**config.mk**
```make
export PLATFORM = sky130hd
export DESIGN_NAME = stkv_ram
export DESIGN_NICKNAME = d
export VERILOG_FILES = /design/src/design/stkv_ram.sv
export SDC_FILE = /design/constraint.sdc
export NUM_CORES = 1
export LEC_CHECK = 0
export BUFFER_PORTS_ARGS = -buffer_cell sky130_fd_sc_hd__buf_2
export CAP_MARGIN = 20
export CORE_UTILIZATION = 39
export DETAILED_ROUTE_END_ITERATION = 7
export PLACE_DENSITY = 0.6
export SYNTH_ARGS = -nofsm -noshare
export SYNTH_HDL_FRONTEND = slang
export SYNTH_SLANG_ARGS = --single-unit
```
**constraint.sdc**
```tcl
create_clock -name clk -period 2.05 [get_ports clk]
set_clock_uncertainty 0.1 [all_clocks]
set_input_delay 0.205 -clock clk [delete_from_list [all_inputs] [get_ports clk]]
set_output_delay 0.205 -clock clk [all_outputs]
set_load 0.05 [all_outputs]
```
**src/design/stkv_ram.sv**
```systemverilog
`default_nettype none

module stkv_ram #(
	parameter int WIDTH = 8,
	parameter int DEPTH = 16
) (
	input  wire logic                     clk,
	input  wire logic                     we,
	input  wire logic [$clog2(DEPTH)-1:0] waddr,
	input  wire logic [WIDTH-1:0]         wdata,
	input  wire logic                     re,
	input  wire logic [$clog2(DEPTH)-1:0] raddr,
	output logic      [WIDTH-1:0]         rdata
);

	logic [WIDTH-1:0] mem [DEPTH];

	always_ff @(posedge clk) begin
		if (we) begin
			mem[waddr] <= wdata;
		end
		if (re) begin
			rdata <= mem[raddr];
		end
	end

endmodule

`default_nettype wire

```
# [Yosys cells after proc, flatten, opt, wreduce, memory -nomap -nowiden]
# Memory sizes are Yosys's and may differ from the RTL's. A register that Yosys moved wholly into a read port is not among the register bits.
# Index checks and enable logic that the tools add are counted.
[totals] ff_bits=0 word_cells=3 inputBits=19 output_inout_bits=8 mem_count=1 ramBits=128
[mem_list] name="mem" words=16 word_bits=8 rd=1 rd_ports_with_merged_regs=1 wr=1 line="16" text="logic [WIDTH-1:0] mem [DEPTH];"
[op_classes] muxes=2
[ops] cell="1-bit two-way mux" count=2

# [Logic depth before layout (Yosys ltp)]
# Gate-level depths: netlist (run 1).
[logic_depth] depth_word=2 depth_mapped=5 mapped_depth_nobuf=3

# [Least setup slack after synthesis (run 1)]
# OpenSTA, ideal clock, no wires.
[synth_path] kind="input to register" startpoint="input port waddr[2]" endpoint="memory mem[0][0] (enable)" setup_time_ps=383 arrival_ps=1315 required_ps=1567 path_stages=2 setup_slack_ps=252 path_buffers=0 path_cell_list="or3b_2 > nor3_1"
[synth_lines] item="start, declared" line="9" text="input wire logic [$clog2(DEPTH)-1:0] waddr,"
[synth_lines] item="end, declared" line="16"
# Straight into the memory's write port.

==> results of run 1 <==
-- routing by layer --
layer / GRT usage [%] / part of all wire (%)
met1: 18.9 / 45
met2: 24.7 / 50
met3: 3.29 / 3.2
met4: 7.93 / 2.0
met5: 0 / 0
-- stage by stage --
stage	setup WS (ps)	std cells
floorplan	252	229
global placement	182	438
detailed placement	184	438
CTS	430	470
global route	345	470
finish	432	470
-- flip-flops by register name, summed over array words and instances, names as in the netlist --
register  count
rdata         8
mem         128
-- worst min-delay path by stage --
stage / slack, ps / startpoint / end
finish: 60 / re / rdata[0]
global route: 60 / re / rdata[6]
CTS: 50 / re / rdata[3]
detailed placement: 490 / re / rdata[3]
global placement: 480 / re / rdata[3]
floorplan: 200 / wdata[0] / mem[0][0]
-- cell usage in the layout, fill, tap and decap left out --
cell type     n
buf_4        19
mux4_2       18
bufinv_16     4
nand2_1       9
or3b_2        1
clkinv_2      1
nand2b_1      2
clkinv_4      2
a22oi_1      16
buf_2        26
nor2_1       13
nor3_1        4
buf_12        2
mux4_1       14
edfxtp_1    136
nand3b_1      2
and2b_1       1
clkbuf_16    17
and2_1        1
nor2b_1       1
nand3_1       1
clkinv_1      5
clkinvlp_4    3
-- worst max-delay path: stages, from the launching register on --
cell      delay, ps
edfxtp_1        380
mux4_1          510
a22oi_1         280
nand2_1         100
-- logic make-up after synthesis --
| logic type | after synthesis | synth area share (%) |
|---|---|---|
| mux | 32 | 14.8 |
| flops | 136 | 78.1 |
| compound gates | 16 | 2.30 |
| buf+inv | 10 | 1.65 |
| simple gates | 35 | 3.14 |
-- cell type report --
class                   count  area [um2]  share of cell area, %
clock buffers              17         425                   6.78
flip-flops and latches    136        4080                   65.0
multi-input cells          83        1060                   16.8
clock inverters            15         184                   2.93
well taps                 172         215                   3.43
repair buffers             47         313                   4.98
-- power breakdown --
group | switching [mW] | internal [mW]
clock | 1.09 | 2.01
combinational | 0.202 | 0.125
sequential | 0.0143 | 3.13
total | 1.31 | 5.27
==> qor.txt, run 1 <==
Status: finished, final reports clean
Die area: 0.0139 mm2
Sequential area share after synthesis: 78.1%
Drt initial violations: 202
Layout area overhead: 20.1%
Fmax: 618 MHz
Leading area contributor after synthesis: edfxtp_1
CP Capture Point: rdata[5]
Placed cell area: 0.00567 mm2
Pins over their slew limit: 0
Hold WC Path Type: input port to flip-flop
Cell Pwr Density: 1050 mW/mm2
FFs w/ async S/R, synth: 0%
Global-route wire length before repair: 15,100 um
ANT nets after route: 0
Layout Nets: 304
Gpl congestion: 0.712
Yosys top cell area share: 78.1%
Drt drc: 0
TritonCTS clock tree: built
Fin crit period: 1620 ps
Drt pass-1 iters: 5
WS Path Type: flip-flop to flip-flop
Post-CTS sizing: 0
Share of cells above drive strength 1: 31.2%
Syn Inst Count: 229
HPWL Detailed: 6160 um
Worst Hold Depth: 1
Cell Area, Synth: 0.00523 mm2
Die Height: 118 um
CP Capture Type: flip-flop
Grt total ovfl: 0
Worst Tran Pin Value: 364 ps
Synth Flop Type: edfxtp_1
H-tree levels: 4
Reg2Reg Depth: 3
Avg WL per Cell: 20.0 um
Initial antenna violation count: 0
Hold Vio Cnt, Final: 0
Setup TNS: 0 ps
Worst R2R Start: mem[0][5]
Root Driver: clkbuf_16
Leakage: 2.12 nW
Total number of vias: 2,405
Post-CTS setup buffers: 0
CP arrival: 1670 ps
Critical Path Source Type: flip-flop
Post-synthesis cell type count: 18
RSZ-0062 raised after global routing: false
Syn Area/Cell: 22.8 um2
Crit path max fanout: 1
Ranking of synthesized cells by area: edfxtp_1 78%, mux4_2 7.8%, mux4_1 7.0%, a22oi_1 2.3%, nor2_1 0.93%
GRT Total Usage: 15.1%
Synthesized net count: 248
Initial Util: 40.8%
Peak supply drop: 0.000602 V
Final setup violation count: 0
I/O Buffers: 26
Top cells by count, synth: 136 x edfxtp_1, 18 x mux4_2, 16 x a22oi_1, 14 x mux4_1, 13 x nor2_1
CTS Buffer Depth: 2
Post-synth EDFFs: 136
Launch point of the worst path: mem[0][5]
Vias in the first global route: 2,592
I/O pins: 27
WHS: 57.0 ps
Fillers: 1,030
Skew-Pair Late Insertion Delay: 410 ps
Design Area, Final: 0.00628 mm2
Count leader, synth: edfxtp_1
CTS buffer count: 17
Final Total Pwr: 6.58 mW
Seq cells post-synth: 136
Largest net degree at the start of global routing: 33
Max_cap viols: 0
FP Rows: 41
R2R Path End: rdata[5]
Routed vias/inst: 5.12
Slew headroom: 75.7%
Critical Path RT: 2100 ps
End-of-flow core utilization: 49.0%
Synthesis Warnings: 0
CORE AREA: 0.0128 mm2
Reg2reg setup slack: 430 ps
Diode count: 0
CTS clk-pin slew, worst paths: 60 ps
WL final: 9380 um
Die X: 118 um
Final worst path period share: 78.9%
Hold buffers post-CTS: 0
Clock Sinks: 136
(Power assumes the default switching activity.)
==> inputs of run 2 (changes only) <==
==> constraint.sdc (replaced) <==
create_clock -name clk -period 1.55 [get_ports clk]
set_clock_uncertainty 0.1 [all_clocks]
set_input_delay 0.155 -clock clk [delete_from_list [all_inputs] [get_ports clk]]
set_output_delay 0.155 -clock clk [all_outputs]
set_load 0.05 [all_outputs]
==> run 2 against run 1 <==
Compared with the run above: utilization up 0.86 points; maximum frequency is 6.5% higher; count of clock-buffer cells in the layout stayed put; sequential share of layout area decreased by 1.1 points; global-route usage up 0.61 points.
==> qor.txt, run 2 (synthesis results as in run 1) <==
Status: finished, final reports clean (unchanged)
Skew-Pair Late Insertion Delay: 410 ps (about the same)
Total number of vias: 2,486 (was 2,405)
FP Rows: 41 (unchanged)
Drt pass-1 iters: 4 (was 5)
Hold WC Path Type: input port to flip-flop (unchanged)
End-of-flow core utilization: 49.8% (was 49.0%)
Drt drc: 0 (unchanged)
Fin crit period: 1520 ps (was 1620 ps)
Critical path buffers and inverters: 0 (unchanged)
Critical Path RT: 1610 ps (was 2100 ps)
Global-route wire length before repair: 15,200 um (was 15,100 um)
GRT Total Usage: 15.7% (was 15.1%)
Root Driver: clkbuf_16 (unchanged)
Initial Util: 40.8% (unchanged)
Routing usage on met3: 3.97% (was 3.29%)
H-tree levels: 4 (unchanged)
Placed cell area: 0.00574 mm2 (was 0.00567 mm2)
Peak supply drop: 0.000756 V (was 0.000602 V)
Register area: 0.00408 mm2 (unchanged)
Most frequent cells in the layout: 136 x edfxtp_1, 27 x mux4_2, 26 x buf_2, 25 x buf_4, 17 x clkbuf_16 (was 136 x edfxtp_1, 26 x buf_2, 19 x buf_4, 18 x mux4_2, 17 x clkbuf_16)
I/O Buffers: 26 (unchanged)
HPWL Detailed: 6430 um (was 6160 um)
Hold buffers post-CTS: 0 (unchanged)
Max_cap viols: 0 (unchanged)
Minimum setup slack after placement: -317 ps (was 184 ps)
Die area: 0.0139 mm2 (unchanged)
M2 GR Usage: 24.6% (was 24.7%)
Critical Path Source Type: flip-flop (unchanged)
Largest net degree at the start of global routing: 23 (was 33)
Crit path max fanout: 1 (unchanged)
Hold Vio Cnt, Final: 0 (unchanged)
Share of cells above drive strength 1: 39.7% (was 31.2%)
Fillers: 1,037 (was 1,030)
Initial antenna violation count: 0 (unchanged)
Layout Nets: 311 (was 304)
Gr busiest metal: met2 (unchanged)
CTS Buffer Depth: 2 (unchanged)
Design Area, Final: 0.00639 mm2 (was 0.00628 mm2)
CTS buffer count: 17 (unchanged)
Final setup violation count: 0 (unchanged)
Gpl congestion: 0.734 (was 0.712)
ANT nets after route: 0 (unchanged)
WS Path Type: flip-flop to flip-flop (unchanged)
CP arrival: 1580 ps (was 1670 ps)
TritonCTS clock tree: built (unchanged)
Die Height: 118 um (unchanged)
Final Total Pwr: 8.90 mW (was 6.58 mW)
CTS clk-pin slew, worst paths: 60 ps (about the same)
Avg WL per Cell: 20.9 um (was 20.0 um)
Multi-input gate area: 0.00108 mm2 (was 0.00106 mm2)
Reg with most FFs: mem (unchanged)
Diode count: 0 (unchanged)
Largest delay contributor family on the critical path: multiplexers (unchanged)
Clock Sinks: 136 (unchanged)
Routed vias/inst: 5.21 (was 5.12)
RSZ-0062 raised after global routing: true (was false)
Worst Tran Pin Value: 880 ps (was 364 ps)
Fmax: 658 MHz (was 618 MHz)
Final worst path period share: 98.0% (was 78.9%)
Worst stage delay on the critical path: 540 ps (was 510 ps)
WL final: 9980 um (was 9380 um)
Grt total ovfl: 0 (unchanged)
Pins over their slew limit: 0 (unchanged)
Final worst slack: 31.3 ps (was 432 ps)
Slew headroom: 41.2% (was 75.7%)
I/O pins: 27 (unchanged)
Vias in the first global route: 2,601 (was 2,592)
Drt initial violations: 153 (was 202)
Largest register FFs: 128 (unchanged)
GR Util met1: 20.6% (was 18.9%)
Largest registers: mem: 128 flops, rdata: 8 flops (unchanged)
Layout area overhead: 22.2% (was 20.1%)
CORE AREA: 0.0128 mm2 (unchanged)
Worst path slowest cell: mux4_1 (unchanged)
Commonest non-fill, non-tap cell in the layout: edfxtp_1 (unchanged)
Cell Pwr Density: 1390 mW/mm2 (was 1050 mW/mm2)
Leakage: 2.14 nW (was 2.12 nW)
CP Capture Type: flip-flop (unchanged)
Die X: 118 um (unchanged)
Critical path cell sequence: mux4_1 -> a22oi_2 -> nand2_1 (was mux4_1 -> a22oi_1 -> nand2_1)
## run 2: cell count changes in the layout (fill, tap and decap cells not counted), sizes merged
cell,previous run,this run
buf,47,54
bufinv,4,5
clkinvlp,3,2
## run 2: path summary, 6_finish.rpt
check,slack (ps),start,end,cells after the start
setup / recovery,30,mem[5][3],rdata[3],3
hold / removal,20,re,rdata[2],1
setup reg to reg,30,mem[5][3],rdata[3],3
hold reg to reg,640,mem[15][3],rdata[3],3
## run 2: layer usage
metal / up-vias / part of all wire, %
met5: - / 0
met2: 72 / 49
met4: 0 / 1.9
li1: 1097 / -
met1: 1302 / 45
met3: 15 / 4.1
## run 2: what timing repair did
action | in CTS | in global routing
resized for setup | 9 | 10
pin swaps | 2 | 4
setup endpoints to repair | 6 | 8
buffers inserted | 0 | 0
## run 2: cell type report
| cell class | instances | share of cell area (%) |
|---|---|---|
| clock inverter | 15 | 3.25 |
| multi-input combinational | 83 | 16.9 |
| clock buffer | 17 | 6.66 |
| tap | 172 | 3.37 |
| timing repair buffer | 54 | 5.91 |
| sequential | 136 | 63.9 |
## run 2: report_power, final
| group | switching, mW | leakage, nW | internal [mW] |
|---|---|---|---|
| Combinational | 0.293 | 0.599 | 0.188 |
| Sequential | 0.0219 | 1.24 | 4.15 |
| Clock | 1.43 | 0.303 | 2.82 |
| Total | 1.74 | 2.14 | 7.16 |
## run 2: metrics by stage
stage | setup TNS, ps | hold WS [ps] | instances
CTS | 0 | 1.92 | 477
global route | -14.8 | 8.49 | 477
global placement | -1970 | 438 | 445
detailed placement | -2040 | 437 | 445
finish | 0 | 23.1 | 477
floorplan | 0 | 154 | 229
## run 2: worst register-to-register path, stage by stage (launching register included)
cell      delay, ps
edfxtp_1        360
mux4_1          540
a22oi_2         190
nand2_1          70
==> inputs of run 3 (changes only) <==
==> config.mk (replaced) <==
export PLATFORM = sky130hd
export DESIGN_NAME = stkv_ram
export DESIGN_NICKNAME = d
export VERILOG_FILES = /design/src/design/stkv_ram.sv
export SDC_FILE = /design/constraint.sdc
export NUM_CORES = 1
export LEC_CHECK = 0
export BUFFER_PORTS_ARGS = -buffer_cell sky130_fd_sc_hd__buf_4
export CAP_MARGIN = 20
export CORE_UTILIZATION = 55
export DETAILED_ROUTE_END_ITERATION = 7
export GPL_ROUTABILITY_DRIVEN = 0
export PLACE_DENSITY = 0.78
export SYNTH_ARGS = -nofsm -noshare
export SYNTH_HDL_FRONTEND = slang
export SYNTH_SLANG_ARGS = --single-unit
==> run 3 against run 2 <==
Compared with the run above: clock power is 11% lower; count of clock-buffer cells in the layout is the same; critical path depth unchanged; critical path type unchanged; largest cell class unchanged.
==> qor.txt, run 3 (synthesis results as in run 1) <==
Status: finished, final reports clean (unchanged)
Drt pass-1 iters: 4 (unchanged)
Setup TNS: 0 ps (unchanged)
I/O pins: 27 (unchanged)
Reg with most FFs: mem (unchanged)
TritonCTS clock tree: built (unchanged)
Most frequent cells in the layout: 136 x edfxtp_1, 43 x buf_4, 24 x mux4_2, 16 x clkbuf_16, 13 x nor2_1 (was 136 x edfxtp_1, 27 x mux4_2, 26 x buf_2, 25 x buf_4, 17 x clkbuf_16)
Skew-Pair Late Insertion Delay: 520 ps (was 410 ps)
Critical Path Source Type: flip-flop (unchanged)
WS Path Type: flip-flop to flip-flop (unchanged)
Largest registers: mem: 128 flops, rdata: 8 flops (unchanged)
CP arrival: 1690 ps (was 1580 ps)
Pins over their slew limit: 0 (unchanged)
Cell Pwr Density: 1320 mW/mm2 (was 1390 mW/mm2)
Diode count: 0 (unchanged)
Launch point of the worst path: mem[2][2] (was mem[5][3])
GRT Total Usage: 23.1% (was 15.7%)
Post-CTS setup buffers: 0 (unchanged)
HPWL Detailed: 5870 um (was 6430 um)
Placed cell area: 0.00573 mm2 (was 0.00574 mm2)
RSZ-0062 raised after global routing: true (unchanged)
Clock Sinks: 136 (unchanged)
CTS clk-pin slew, worst paths: 60 ps (about the same)
Worst R2R Start: mem[2][2] (was mem[5][3])
Initial antenna violation count: 0 (unchanged)
Slew headroom: 49.7% (was 41.2%)
Drt drc: 0 (unchanged)
Final worst slack: 21.8 ps (was 31.3 ps)
Root Driver: clkbuf_8 (was clkbuf_16)
Die X: 99.5 um (was 118 um)
Die Height: 99.5 um (was 118 um)
Largest net degree at the start of global routing: 20 (was 23)
CTS Buffer Depth: 2 (unchanged)
Largest register FFs: 128 (unchanged)
Share of cells above drive strength 1: 37.3% (was 39.7%)
Peak supply drop: 0.000598 V (was 0.000756 V)
Vias in the first global route: 2,599 (was 2,601)
Drt initial violations: 208 (was 153)
CORE AREA: 0.00924 mm2 (was 0.0128 mm2)
H-tree levels: 4 (unchanged)
Final worst path period share: 98.6% (was 98.0%)
CTS buffer count: 17 (unchanged)
Worst Tran Pin Value: 752 ps (was 880 ps)
Initial Util: 56.6% (was 40.8%)
Design Area, Final: 0.00642 mm2 (was 0.00639 mm2)
Global-route wire length before repair: 15,000 um (was 15,200 um)
Avg WL per Cell: 23.0 um (was 20.9 um)
Total number of vias: 2,543 (was 2,486)
Max_cap viols: 0 (unchanged)
FP Rows: 35 (was 41)
ANT nets after route: 0 (unchanged)
I/O Buffers: 26 (unchanged)
Critical Path RT: 1710 ps (was 1610 ps)
Grt total ovfl: 0 (unchanged)
Critical path cell sequence: mux4_2 -> a22oi_2 -> nand2_1 (was mux4_1 -> a22oi_2 -> nand2_1)
Minimum setup slack after placement: -185 ps (was -317 ps)
Hold wc startpoint: waddr[0] (was re)
Hold WC Path Type: input port to flip-flop (unchanged)
Layout area overhead: 22.7% (was 22.2%)
Final setup violation count: 0 (unchanged)
Leakage: 2.17 nW (was 2.14 nW)
Fmax: 654 MHz (was 658 MHz)
Routed vias/inst: 5.82 (was 5.21)
CP Capture Type: flip-flop (unchanged)
WL final: 10,000 um (was 9980 um)
Commonest non-fill, non-tap cell in the layout: edfxtp_1 (unchanged)
Worst path slowest cell: mux4_2 (was mux4_1)
Fin crit period: 1530 ps (was 1520 ps)
Crit path max fanout: 1 (unchanged)
Hold Vio Cnt, Final: 0 (unchanged)
Worst stage delay on the critical path: 500 ps (was 540 ps)
Die area: 0.00990 mm2 (was 0.0139 mm2)
Layout Nets: 314 (was 311)
==> run 3: final timing paths <==
check,endpoint,slack [ps],cells after the start
min reg2reg,rdata[1],650,3
max,rdata[2],20,3
min,mem[0][2],50,3
max reg2reg,rdata[2],20,3
==> run 3: final cells by class <==
cell class	instances	area, um2
clock inverters	15	159
repair buffers	57	513
clock buffers	17	414
multi-input cells	83	1080
fillers	535	2820
flip-flops and latches	136	4080
well taps	129	161
==> run 3: stage by stage <==
stage          util (%)  total power, mW  hold slack (ps)  std cells
5_1_grt            69.4             8.74             31.1        437
4_1_cts            69.4             8.53             30.9        437
3_5_place_dp       62.0             4.72              366        396
3_3_place_gp       62.0             4.70              355        396
2_1_floorplan         -             4.51              154        229
6_report           69.4             8.48             51.7        437
==> run 3: metal layers <==
metal  share of wire (%)  up-vias  GRT usage, %
li1                    -     1107             -
met1                  41     1282          31.1
met2                  50      139          33.9
met3                 6.9       15          7.45
met4                 2.2        0          12.8
met5                   0        -             0
==> run 3: where the power goes <==
group	total (mW)	internal [mW]	switching, mW
sequential	4.17	4.14	0.0271
clock	3.79	2.19	1.60
combinational	0.513	0.226	0.288
total	8.48	6.56	1.91
==> run 3: critical path, delay by kind of cell, from the launching register on <==
kind	cells	cell delay, ps
compound gates	1	180
flops	1	400
mux	1	500
simple gates	1	90
==> run 3: what timing repair did <==
action / CTS / global route
setup endpoints to repair: 5 / 5
pin swaps: 3 / 4
gates resized for setup: 7 / 8
hold buffers: 9 / 0
endpoints found under the hold margin: 136 / 0
